--- src/hw/rtl/cgk_div.sv ---
// Pipelined restoring divider, one quotient bit per stage, with side payload.
`default_nettype none
module cgk_div #(
  parameter int DW = 24,
  parameter int QW = 17,
  parameter int PW = 8
) (
  input  wire logic          clk,
  input  wire logic          rst_n,
  input  wire logic          en,
  input  wire logic          in_vld,
  input  wire logic [DW-1:0] in_rem,
  input  wire logic [QW-1:0] in_bits,
  input  wire logic [DW-1:0] in_div,
  input  wire logic [PW-1:0] in_pay,
  output logic               out_vld,
  output logic [QW-1:0]      out_quo,
  output logic [PW-1:0]      out_pay
);

  logic          vld_r  [QW+1];
  logic [DW-1:0] rem_r  [QW+1];
  logic [QW-1:0] bits_r [QW+1];
  logic [DW-1:0] div_r  [QW+1];
  logic [QW-1:0] quo_r  [QW+1];
  logic [PW-1:0] pay_r  [QW+1];

  always_ff @(posedge clk) begin
    if (!rst_n) begin
      vld_r[0] <= 1'b0;
    end else if (en) begin
      vld_r[0] <= in_vld;
    end
  end

  always_ff @(posedge clk) begin
    if (en) begin
      rem_r[0]  <= in_rem;
      bits_r[0] <= in_bits;
      div_r[0]  <= in_div;
      quo_r[0]  <= '0;
      pay_r[0]  <= in_pay;
    end
  end

  for (genvar j = 0; j < QW; j++) begin : g_stage
    localparam int K = QW - 1 - j;
    logic [DW:0] s;
    logic [DW:0] diff;
    logic        ge;

    assign s    = {rem_r[j], bits_r[j][K]};
    assign diff = s - {1'b0, div_r[j]};
    assign ge   = (s >= {1'b0, div_r[j]});

    always_ff @(posedge clk) begin
      if (!rst_n) begin
        vld_r[j+1] <= 1'b0;
      end else if (en) begin
        vld_r[j+1] <= vld_r[j];
      end
    end

    always_ff @(posedge clk) begin
      if (en) begin
        rem_r[j+1]  <= ge ? diff[DW-1:0] : s[DW-1:0];
        bits_r[j+1] <= bits_r[j];
        div_r[j+1]  <= div_r[j];
        quo_r[j+1]  <= quo_r[j] | (QW'(ge) << K);
        pay_r[j+1]  <= pay_r[j];
      end
    end
  end

  assign out_vld = vld_r[QW];
  assign out_quo = quo_r[QW];
  assign out_pay = pay_r[QW];

endmodule
`default_nettype wire

--- config.mk ---
export PLATFORM = sky130hd
export DESIGN_NAME = cgk_div
export DESIGN_NICKNAME = d
export VERILOG_FILES = /design/src/hw/rtl/cgk_div.sv
export SDC_FILE = /design/constraint.sdc
export NUM_CORES = 2
export LEC_CHECK = 0
export BUFFER_PORTS_ARGS = -buffer_cell sky130_fd_sc_hd__buf_4
export CELL_PAD_IN_SITES_DETAIL_PLACEMENT = 0
export CELL_PAD_IN_SITES_GLOBAL_PLACEMENT = 2
export CORE_ASPECT_RATIO = 0.8
export CORE_MARGIN = 2
export CORE_UTILIZATION = 45
export CTS_CLUSTER_DIAMETER = 60
export DETAILED_ROUTE_END_ITERATION = 7
export PLACE_DENSITY = 0.88
export SETUP_SLACK_MARGIN = 0.5
export SKIP_LAST_GASP = 1
export SLEW_MARGIN = 0
export SYNTH_ARGS = -nofsm -noshare
export SYNTH_HDL_FRONTEND = slang
export SYNTH_SLANG_ARGS = --single-unit
--- constraint.sdc ---
create_clock -name clk -period 4.1 [get_ports clk]
set_input_delay 0 -clock clk [delete_from_list [all_inputs] [get_ports clk]]
set_output_delay 0 -clock clk [all_outputs]
set_load 0.01 [all_outputs]
==> flow_summary_export.csv <==
group,metric,value,unit
sta,hold_viol,0,
flow_run,cap_violations,0,
global_route,antenna_found_initial,3,
route,drc,0,
die,chipHeight,340.6,um
sta,slew_headroom,0.2790,
synth,netlist_instances,5036,
worst_hold_path,whs_path_depth,3,
sta,min_period_over_period,0.8521,
die,start_util,0.4535,
cells_and_area,final_cells,7354,
sta,tightest_slew,1072,ps
global_route,grt_pass1_wl,215000,um
route,drt-initial-drc-count,3544,
synth,synth_flop_cell,"edfxtp_1",
placement,dp.cells,6947,
power_and_ir_drop,peakVddDrop,389.4,uV
route,dr_total_vias,39290,
sta,finalMaxSlewViolations,0,
sta,fmax,286.2,MHz
status,status,"finished clean",
die,rows,123,
synth,synth_seq_area_share,0.6049,
worst_setup_path,worst_path_most_repeated_cell,"o31a_1",
synth,synthDistinctLibCells,88,
sta,min_period,3494,ps
synth,yosys_warnings,0,
worst_setup_path,worstPathCellList,"inv_1 -> ha_1 -> nor2b_1 -> o31a_1 -> o211a_1 -> o31a_1 -> a22oi_2 -> o21ai_1 -> a41o_1 -> a211o_1 -> buf_12 -> mux2_1",
die,ios,103,
cts,h-tree-depth,4,
cells_and_area,area_growth,14.93,%
route,wl_per_cell,18.74,um
route,drt_wl_total,137800,um
global_route,grt_overflow,0,
cts,cts_buffers,141,
worst_setup_path,max_stage_delay,420,ps
sta,rsz0062_at_grt,"false",
worst_setup_path,crit_required,4650,ps
cells_and_area,final_cell_mix,"edfxtp_1, inv_1, ha_1, a21oi_1, nand2_1",
synth,ys_async_sr_fraction,0,
synth,synth_edf_count,1283,
worst_setup_path,crit_arrival,4040,ps
cts,cts_num_sinks,1284,
die,dieArea,144600,um^2
synth,yosys.area.top_type,"edfxtp_1",
sta,tns,0,ps
die,core_area,140500,um^2
worst_setup_path,rr_endpoint,"rem_r[14][3]",
route,ant_nets,0,
cts,clkTransAtPathRegs,60,ps
worst_setup_path,critPathMaxFanout,25,
worst_setup_path,start_kind,"flip-flop",
cts,cts_root_buf,"clkbuf_16",
global_route,groute.usage.overall,0.1905,
global_route,grt_pass1_vias,37630,
cells_and_area,nets,5872,
synth,syn_area,63720,um^2
worst_setup_path,path_class,"flip-flop to flip-flop",
synth,ys_top_cells_by_area,"edfxtp_1, ha_1, inv_1",
synth,syn_nets,5537,
route,dr.pass1.iters,6,
cells_and_area,final_util,0.5212,
worst_setup_path,regToRegStartpoint,"div_r[13][1]",
placement,hpwl,98380,um
cells_and_area,drive_above_1_share,0.08324,
worst_hold_path,min-delay-start,"rst_n",
die,die_w,424.7,um
placement,gp_congestion,0.9063,
worst_setup_path,r2r_slack,610,ps
cts,cts_tree,"done",
worst_hold_path,hold_path.class,"primary input to flip-flop",
synth,synth_top_area_share,0.6046,
worst_setup_path,slowest_stage,"edfxtp_1",
cts,cts_buffer_depth,3,
placement,port_buffers,102,
sta,setup-violations-final,0,
worst_hold_path,hold_path_end,"vld_r[16]",
worst_setup_path,worstRegToRegCells,12,
power_and_ir_drop,p_per_area,751.3,nW/um^2
sta,skew,41.59,ps
synth,syn_avg_cell_area,12.65,um^2
cells_and_area,final_common_cell,"edfxtp_1",
global_route,grt_max_degree,176,
power_and_ir_drop,power.leakage,29.23,nW
worst_setup_path,end_kind,"flip-flop",
cts,clkLatencyLatePin,800,ps
route,vias_per_cell,5.343,
synth,ys_seq_elements,1284,
power_and_ir_drop,p_total,0.05502,W
state kept, by name, summed over array words and instances (netlist names):
signal,cells
div_r,408
quo_r,153
rem_r,408
bits_r,153
pay_r,144
vld_r,18
worst max-delay path, delay by kind of cell, from the launching register on:
kind | cells | cell delay [ps]
AO/OA/AOI/OAI | 7 | 1800
adder cells (fa/ha/maj) | 1 | 230
buffers and inverters | 2 | 270
flip-flops | 1 | 420
multiplexers | 1 | 340
AND/OR/NAND/NOR | 1 | 150
routing by layer:
| layer | vias up | track usage | wire length, um |
|---|---|---|---|
| met5 | - | 0 | 0 |
| li1 | 19320 | - | - |
| met1 | 18800 | 0.3045 | 71330 |
| met2 | 980 | 0.2578 | 54830 |
| met3 | 191 | 0.04037 | 8824 |
| met4 | 0 | 0.05138 | 2825 |
where the power goes:
group          leakage (nW)  switching, W  internal (W)
Sequential             12.6       0.00182        0.0186
Combinational          14.5        0.0125       0.00977
Clock                  2.19       0.00540       0.00700
Total                  29.2        0.0197        0.0353
logic make-up after synthesis:
family                     after synthesis  share of synthesized area
and+or+nand+nor                       1002                    0.07462
xor gates and xnor gates               301                    0.04137
DFF                                   1284                     0.6049
AOI/OAI and AO/OA                     1188                     0.1174
adders and majority gates              424                    0.08514
buffers and inverters                  627                    0.03805
muxes                                  210                    0.03849
what timing repair did:
| action | 4_1_cts | 5_1_grt |
|---|---|---|
| hold endpoints to repair | 235 | 0 |
| pin swaps | 2 | 6 |
| buffers inserted | 1 | 3 |
| resized for setup | 4 | 29 |
| setup endpoints to repair | 50 | 228 |
| hold buffers | 150 | 0 |
| cloned | 1 | 1 |
layout make-up:
| type | count | area [um^2] |
|---|---|---|
| Timing Repair Buffer | 300 | 2879 |
| Clock buffer | 167 | 3626 |
| Inverter | 517 | 1942 |
| Tap cell | 1875 | 2346 |
| Antenna cell | 1 | 2.502 |
| Multi-Input combinational cell | 3127 | 22950 |
| Clock inverter | 83 | 939.7 |
| Fill cell | 11930 | 67280 |
| Sequential cell | 1284 | 38550 |
stage by stage:
step	hold slack, ps	setup WS (ps)	instance area, um^2
final	131.9	606.4	73230
after floorplan	98.87	891.8	63720
after global routing	141.9	495.4	73230
after detailed placement	179.3	218.2	66940
after global placement	178.3	163.1	66940
after CTS	81.68	528.9	73060
synth_stat cells, types with 60 or more instances:
cell type,instances
nand3_1,79
xnor2_1,188
edfxtp_1,1283
ha_1,408
nor2_1,266
inv_1,508
a21oi_1,365
xor2_1,113
mux2_1,144
a21o_1,161
nand2_1,301
o21ai_0,139
o21ai_1,144
clkbuf_1,83
o21a_1,60
how the worst max path moves through the flow:
| stage | start | end | slack, ps | cells past startpoint |
|---|---|---|---|---|
| 2_1_floorplan | div_r[13][1] | rem_r[14][10] | 890 | 13 |
| 3_3_place_gp | div_r[9][12] | rem_r[10][17] | 160 | 9 |
| 3_5_place_dp | div_r[9][12] | rem_r[10][7] | 220 | 9 |
| 4_1_cts | rem_r[1][7] | rem_r[2][22] | 530 | 10 |
| 5_1_grt | div_r[13][1] | rem_r[14][3] | 500 | 12 |
| 6_report | div_r[13][1] | rem_r[14][3] | 610 | 12 |
No activity file was read; power rests on OpenSTA's default activity.
